==> src/sv/bist_pkg.sv <==
// ----------------------------------------------------------------------------
// Bounded integer set table package
// Shared types and codes for the set table cells and the top level.
// ----------------------------------------------------------------------------
package bist_pkg;

	// Width of one stored element.
	localparam int unsigned ELEM_W = 32;

	// Width of the capacity register and of the reported element count.
	localparam int unsigned CAP_W = 7;

	// Capacity after reset.
	localparam logic [CAP_W-1:0] CAP_RESET = 7'd64;

	// Operation codes carried on the input tuser field.
	typedef enum logic [1:0] {
		OP_ADD    = 2'd0,
		OP_REMOVE = 2'd1,
		OP_QUERY  = 2'd2,
		OP_CLEAR  = 2'd3
	} op_t;

	// Controls broadcast from the sequencer to every cell.
	typedef struct packed {
		logic [ELEM_W-1:0] key;
		logic              shift_en;
	} cell_ctl_t;

endpackage

==> src/sv/bist_cell.sv <==
// ----------------------------------------------------------------------------
// Set table cell
// Holds one element, compares it with the search key when the scan token
// sits here, and takes its upper neighbor's element while a remove closes
// the gap left by the removed value.
// ----------------------------------------------------------------------------
module bist_cell (
	input  logic                           clk,
	input  bist_pkg::cell_ctl_t            ctl,
	input  logic                           tok,      // scan token at this cell
	input  logic                           tok_up,   // scan token at the upper neighbor
	input  logic [bist_pkg::ELEM_W-1:0]    elem_up,  // element of the upper neighbor
	input  logic                           wr_sel,   // append the key into this cell
	output logic [bist_pkg::ELEM_W-1:0]    elem,
	output logic                           hit
);

	logic [bist_pkg::ELEM_W-1:0] elem_q;

	// Element storage: an append writes the key, a remove shifts down by one.
	always_ff @(posedge clk) begin
		if (wr_sel) begin
			elem_q <= ctl.key;
		end else if (ctl.shift_en && tok_up) begin
			elem_q <= elem_up;
		end
	end

	// Compare only while the token is here.
	assign hit  = tok && (elem_q == ctl.key);
	assign elem = elem_q;

endmodule

==> src/sv/bounded_integer_set_table_unit.sv <==
// ----------------------------------------------------------------------------
// Bounded integer set table unit
// Fixed-capacity set of signed 32-bit integers kept in a row of cells.
// ----------------------------------------------------------------------------
// Usage:
//   Input transactions arrive on s_tvalid/s_tready with the operation on
//   s_tuser (add, remove, query, clear) and the value on s_tdata. Each input
//   transaction gives exactly one result transaction on m_tvalid/m_tready.
//   The capacity register is written on cfg_valid/cfg_ready, which is always
//   ready; write it only while the unit is idle.
// Timing:
//   A scan token walks the cells one per cycle across the held elements;
//   once the scan ends, the item's result is loaded into the output register.
//   A remove shifts later elements down behind the token in the same pass.
//   One item is in work at a time; the next one is accepted while a result
//   still waits in the output register.
// Reset and stall:
//   Reset empties the set and sets the capacity to 64. When the receiver
//   stalls, the finished item holds in its last step until the output
//   register frees; no result is dropped.
// ----------------------------------------------------------------------------
module bounded_integer_set_table_unit #(
	parameter int unsigned DEPTH = 64
) (
	input  logic        clk,
	input  logic        arst_n,
	// Input stream.
	input  logic        s_tvalid,
	output logic        s_tready,
	input  logic [31:0] s_tdata,   // [31:0] value
	input  logic [1:0]  s_tuser,   // [1:0] operation
	// Result stream.
	output logic        m_tvalid,
	input  logic        m_tready,
	output logic [15:0] m_tdata,   // [0] was_member, [1] changed, [8:2] element_count,
	                               // [9] is_full, [15:10] zero padding
	// Capacity register write.
	input  logic        cfg_valid,
	output logic        cfg_ready,
	input  logic [6:0]  cfg_data
);

	localparam int unsigned CW   = $clog2(DEPTH + 1);
	localparam int unsigned CMPW = (CW > bist_pkg::CAP_W) ? CW : bist_pkg::CAP_W;

	typedef enum logic [2:0] {
		ST_IDLE = 3'b001,
		ST_SCAN = 3'b010,
		ST_DONE = 3'b100
	} state_t;

	state_t                        state_q;
	bist_pkg::op_t                 op_q;
	logic [bist_pkg::ELEM_W-1:0]   key_q;
	logic                          found_q;
	logic [CW-1:0]                 count_q;
	logic [CW-1:0]                 idx_q;
	logic [DEPTH-1:0]              tok_q;
	logic [bist_pkg::CAP_W-1:0]    cap_q;
	logic                          m_tvalid_q;
	logic [15:0]                   m_tdata_q;

	bist_pkg::cell_ctl_t           ctl;
	logic [bist_pkg::ELEM_W-1:0]   elem [DEPTH];
	logic [DEPTH-1:0]              hit;
	logic [DEPTH-1:0]              wr_sel;
	logic                          in_fire;
	logic                          scan_live;
	logic                          out_free;
	logic                          finish;
	logic [CMPW-1:0]               cap_eff;
	logic                          add_ok;
	logic                          rem_ok;
	logic [CW-1:0]                 count_nxt;

	assign cfg_ready = 1'b1;
	assign s_tready  = (state_q == ST_IDLE);
	assign in_fire   = s_tvalid && s_tready;

	// The token is over a held element while its index is below the count.
	assign scan_live = (state_q == ST_SCAN) && (idx_q != count_q);
	assign out_free  = !m_tvalid_q || m_tready;
	assign finish    = (state_q == ST_DONE) && out_free;

	// Effective capacity saturates at the built depth.
	assign cap_eff = (CMPW'(cap_q) > CMPW'(DEPTH)) ? CMPW'(DEPTH) : CMPW'(cap_q);

	// Outcome of the finished item.
	assign add_ok = (op_q == bist_pkg::OP_ADD) && !found_q && (CMPW'(count_q) < cap_eff);
	assign rem_ok = (op_q == bist_pkg::OP_REMOVE) && found_q;

	always_comb begin
		case (op_q)
			bist_pkg::OP_ADD:    count_nxt = add_ok ? count_q + CW'(1) : count_q;
			bist_pkg::OP_REMOVE: count_nxt = rem_ok ? count_q - CW'(1) : count_q;
			bist_pkg::OP_CLEAR:  count_nxt = '0;
			default:             count_nxt = count_q;
		endcase
	end

	// Broadcast controls: shifting starts one cell past the removed value.
	assign ctl.key      = key_q;
	assign ctl.shift_en = scan_live && found_q && (op_q == bist_pkg::OP_REMOVE);

	// Row of cells.
	for (genvar i = 0; i < DEPTH; i++) begin : g_cell
		logic                         tok_up;
		logic [bist_pkg::ELEM_W-1:0]  elem_up;

		if (i + 1 < DEPTH) begin : g_up
			assign tok_up  = tok_q[i+1];
			assign elem_up = elem[i+1];
		end else begin : g_top
			assign tok_up  = 1'b0;
			assign elem_up = '0;
		end

		assign wr_sel[i] = finish && add_ok && (count_q == CW'(i));

		bist_cell u_cell (
			.clk     (clk),
			.ctl     (ctl),
			.tok     (tok_q[i]),
			.tok_up  (tok_up),
			.elem_up (elem_up),
			.wr_sel  (wr_sel[i]),
			.elem    (elem[i]),
			.hit     (hit[i])
		);
	end

	// Capacity register.
	always_ff @(posedge clk or negedge arst_n) begin
		if (!arst_n) begin
			cap_q <= bist_pkg::CAP_RESET;
		end else if (cfg_valid && cfg_ready) begin
			cap_q <= cfg_data;
		end
	end

	// Item registers, loaded when a transaction is accepted.
	always_ff @(posedge clk) begin
		if (in_fire) begin
			key_q <= s_tdata;
			op_q  <= bist_pkg::op_t'(s_tuser);
		end
	end

	// Sequencer: accept, scan the held elements, then commit and report.
	always_ff @(posedge clk or negedge arst_n) begin
		if (!arst_n) begin
			state_q <= ST_IDLE;
			found_q <= 1'b0;
			count_q <= '0;
			idx_q   <= '0;
			tok_q   <= '0;
		end else begin
			case (state_q)
				ST_IDLE: begin
					if (in_fire) begin
						state_q <= ST_SCAN;
						found_q <= 1'b0;
						idx_q   <= '0;
						tok_q   <= DEPTH'(1);
					end
				end
				ST_SCAN: begin
					if (scan_live) begin
						found_q <= found_q || (|hit);
						idx_q   <= idx_q + CW'(1);
						tok_q   <= tok_q << 1;
					end else begin
						state_q <= ST_DONE;
						tok_q   <= '0;
					end
				end
				ST_DONE: begin
					if (out_free) begin
						state_q <= ST_IDLE;
						count_q <= count_nxt;
					end
				end
				default: begin
					state_q <= ST_IDLE;
				end
			endcase
		end
	end

	// Output register.
	always_ff @(posedge clk or negedge arst_n) begin
		if (!arst_n) begin
			m_tvalid_q <= 1'b0;
		end else if (finish) begin
			m_tvalid_q <= 1'b1;
		end else if (m_tready) begin
			m_tvalid_q <= 1'b0;
		end
	end

	always_ff @(posedge clk) begin
		if (finish) begin
			m_tdata_q <= {6'd0,
				(CMPW'(count_nxt) >= cap_eff),
				bist_pkg::CAP_W'(count_nxt),
				add_ok || rem_ok,
				found_q};
		end
	end

	assign m_tvalid = m_tvalid_q;
	assign m_tdata  = m_tdata_q;

endmodule
==> config.mk <==
export PLATFORM = sky130hd
export DESIGN_NAME = bounded_integer_set_table_unit
export DESIGN_NICKNAME = d
export VERILOG_FILES = /design/src/sv/bist_pkg.sv /design/src/sv/bist_cell.sv /design/src/sv/bounded_integer_set_table_unit.sv
export SDC_FILE = /design/constraint.sdc
export NUM_CORES = 2
export LEC_CHECK = 0
export ABC_AREA = 0
export BUFFER_PORTS_ARGS = -buffer_cell sky130_fd_sc_hd__buf_2
export CAP_MARGIN = 20
export CORE_UTILIZATION = 64
export DETAILED_ROUTE_END_ITERATION = 6
export PLACE_DENSITY = 0.8
export SYNTH_ARGS = -nofsm -noshare
export SYNTH_HDL_FRONTEND = slang
export SYNTH_SLANG_ARGS = --single-unit
==> constraint.sdc <==
create_clock -name clk -period 5.44 [get_ports clk]
set_clock_uncertainty 0.05 [all_clocks]
set_input_delay 0.272 -clock clk [delete_from_list [all_inputs] [get_ports clk]]
set_output_delay 0.272 -clock clk [all_outputs]
set_load 0.005 [all_outputs]
==> results.md <==
- The flow ran to the end, and the final reports show no timing, DRC or antenna violations.
- The number of buffers added by the clock tree synthesis step is 221.
- The compound-gate portion of the synthesized area came to 0.01270.
- The count of endpoints failing setup in the final report is 0.
- Entering global routing, the biggest net connects 67 pins.
- The post-synthesis xor/xnor area fraction is 0.1525.
- The maximum number of buffers from clock root to sink is 3.
- Yosys attributes the largest share of cell area to sky130_fd_sc_hd__edfxtp_1 (53%), sky130_fd_sc_hd__mux2_2 (17%), sky130_fd_sc_hd__xor2_1 (14%).
- Of the cells placed in the final design, the portion with a size suffix greater than 1 is 0.3094.
- Synthesis inferred 2,182 register bits.
- The leakage power of the design is 0.04423 uW.
- The largest family of logic cells by synthesized area is multiplexers.
- The number of levels in the clock H-tree is 4.
- Including well taps, the total number of placed cells is 10,340.
- From bottom edge to top edge, the die measures 431.1 um.
- Clock latency on the worst-skew pair, taken at its later pin, is 0.88 ns.
- The data arrival time of the worst path is 5.24 ns.
- The nature of the critical path endpoint is a flop.
- The number of buffers inserted for hold repair after clock tree synthesis is 54.
- Setup repair after global routing left no endpoint under its margin.
- The worst-case setup margin in the final layout is 0.8757 ns.
- The initial antenna violation count is 16.
- The max-slew violation total from the final report is 0.
- Gates resized during post-CTS repair numbered 0.
- The port buffer count is 57.
- TritonCTS built the clock tree.
- The maximum VDD drop is 297.0 uV.
- The timing-limited maximum frequency is 219.1 MHz.
- The clock slew at the register clock pins of the worst setup and hold paths is 0.07 ns.
- The path class of the tightest hold or removal check is input pin to flop.
- In this run the cell area measured after placement is 0.1207 mm2.
- The area growth from synthesis to layout is 9.244%.
- Dividing the detail-routed wire length by the instance count gives 30.31 um.
- The number of distinct library cells after synthesis is 62.
- For this run, the detailed router's first-pass iteration total came to 6.
- OpenSTA, run right after detailed placement, puts the worst setup slack at 1.024 ns.
- The total count of hold-check failures in the final report was 0.
- The floorplan die area is 0.1858 mm2.
- The filler cells instantiated in the layout total 11,880.
- After detailed routing, the total wire length is 327,900 um.
- The shortest clock period the worst path allows after layout is 4.564 ns.
- The worst setup path is launched from a flop.
- The top cell type by total area after synthesis is sky130_fd_sc_hd__edfxtp_1.
- In the finished design, the share of the clock period the worst path needs comes to 0.8390.
- The count of non-filler cells in the finished layout is 10,820.
- The top-level port count is 65.
- After synthesis, the share of cell area in mux cells is 0.1935.
- The arithmetic-cell share of the synthesized area counting full adders, half adders and majority gates is 0.002018.
- Detailed routing inserted a total of 70,330 vias.
- The tree is rooted in a sky130_fd_sc_hd__clkbuf_16.
- The number of global-route vias before repair came to 70,680.
- The synthesized design contains 2,092 enable-type register cells.
- The clock sink total is 2,182.
- The slew at the pin closest to its max-slew limit is 1.237 ns.
- In the synthesized netlist, the number of instances is 8,125.
- Of the post-synthesis cell area, the dominant cell type holds 0.5332.
- The power density over cell area is 323.8 mW/mm2.
- The placement row count is 157.
- Data on the critical path is required at its endpoint by 6.12 ns.
- The synthesis warning total is 0.
- The post-layout net count is 8,219.
- The count of nets left with antenna violations once routing finished came out at 0.
- Leaving out fill and tap cells, the most frequent cell in the layout is sky130_fd_sc_hd__edfxtp_1.
- The die width is 431.1 um.
- The total area inside the core boundary comes to 0.1829 mm2.
- The finished cells cover 0.1287 mm2.
- The global-route wire length before repair is 478,800 um.
- The number of design-rule violations left by the first detailed-router iteration is 8,390.
- The share of synthesized registers carrying an async set or reset is 0.04125.
- A synthesized cell averages 14.50 um2.
- Dividing the detail-routed via count by the number of cells gives 6.501.
- Global routing finished with a remaining overflow of 0.
- The weighted congestion at the end of routability-driven global placement is 0.9613.
- The fraction of the yosys area taken by sequential cells is 0.5523.
- Across the run, the number of max-cap violations was 0.
- The count of buffers added by post-CTS timing repair for setup is 0.
- Across every metal layer, demand over resource in global routing totals 0.3503.
- The final routed DRC violation total is 0.
- Leaving out fill and tap cells, the most frequent cells in the layout are sky130_fd_sc_hd__edfxtp_1 (2,092), sky130_fd_sc_hd__xor2_1 (1,893), sky130_fd_sc_hd__mux2_2 (1,738), sky130_fd_sc_hd__nor4_1 (437), sky130_fd_sc_hd__buf_4 (291).
- The flip-flop cell with the highest count after synthesis is sky130_fd_sc_hd__edfxtp_1.
- The initial utilization of the core area, before any placement, comes to 0.6443.
- At the end of the flow the core is filled with cells to 0.7038.
- The type of the setup path with the least slack is flop to flop.
- The final sum of negative setup slack is 0 ns.
- The detailed placer's ending HPWL is 222,000 um.
- The simple-gate portion of the synthesized area is 0.04845.
- The largest fanout on the critical path is 16.
- The mapped netlist covers 0.1178 mm2.
- Measured against its own limit, the worst slew margin works out to 0.1692.
-- routing by layer --
layer / share of wire / GRT usage
met1: 0.39 / 0.4718
met5: 0.00020 / 0
met3: 0.096 / 0.06489
met2: 0.47 / 0.5547
met4: 0.050 / 0.1592
-- power by group --
group	internal, uW	switching, uW	total, uW
clock network	9060	6670	15700
registers	18300	266	18500
logic	2310	5100	7410
total	29600	12000	41700
-- through the flow --
step                hold WS (ns)  total power, uW
floorplan               -0.07359            23350
finish                   0.05196            41680
global placement          0.3214            25860
CTS                    0.0009917            41540
detailed placement        0.3235            26000
global route             0.03284            42570
-- kinds of logic (layout without fill, tap and decap cells) --
logic type      count (synthesis)  after routing
mux                          2025           2025
flops                        2182           2182
fa+ha+maj                      19             19
other cells                     2              8
simple gates                  945            945
compound gates                194            194
xor+xnor                     2052           2052
buf+inv                       706            930
-- layout make-up --
type                            count  area (um2)  share of cell area
Timing Repair Buffer              484        4683             0.03638
Multi-Input combinational cell   5242       48340              0.3756
Inverter                           23       86.33           0.0006707
Sequential cell                  2182       65070              0.5056
Clock inverter                    102        1162            0.009030
Antenna cell                        1       2.502          0.00001944
Tap cell                         2464        3083             0.02395
Clock buffer                      321        6281             0.04880
-- synthesized netlist by cell type, drive strengths merged, types with 3 or more instances --
cell	instances
edfxtp	2092
mux2	2022
xor2	1893
buf	457
nor4	437
clkbuf	226
xnor2	159
nand3	135
nor3	130
dfrtp	88
nand4	87
nor2	81
a21o	69
a22o	63
nand2	39
inv	23
ha	19
o21ai	16
a21oi	13
or4	11
nand2b	9
and3	4
nor2b	4
o2111ai	4
a2111oi	3
a31oi	3
mux2i	3
nor3b	3
o22a	3
o311ai	3
-- critical path, stage by stage, from the launching register on --
cell and delay [ns]:
sky130_fd_sc_hd__edfxtp_1 1.11, sky130_fd_sc_hd__buf_4 0.47, sky130_fd_sc_hd__xor2_1 0.33, sky130_fd_sc_hd__nor4_1 0.15, sky130_fd_sc_hd__nand4_1 0.11, sky130_fd_sc_hd__nor3_1 0.08, sky130_fd_sc_hd__buf_4 0.18, sky130_fd_sc_hd__or4_1 0.64
sky130_fd_sc_hd__or4_1 0.50, sky130_fd_sc_hd__or4_1 0.57, sky130_fd_sc_hd__o2bb2ai_1 0.19
-- worst paths after layout --
path,startpoint,endpoint,slack [ns],depth (start not counted)
setup / recovery,key_q[17],found_q,0.88,10
hold / removal,s_tdata[6],key_q[6],0.05,2
setup reg to reg,key_q[17],found_q,0.88,10
hold reg to reg,tok_q[63],tok_q[63],0.50,1
max in group asynchronous,arst_n,count_q[2],3.64,4
min in group asynchronous,arst_n,tok_q[45],0.50,3
-- sequential cells by signal (all words and copies together) (netlist names), 3 cells and up --
signal	count
g_cell.u_cell.elem	2048
tok_q	64
key_q	32
m_tdata	10
cap_q	7
count_q	7
idx_q	7
state_q	3
Power figures use the tool's default switching activity.
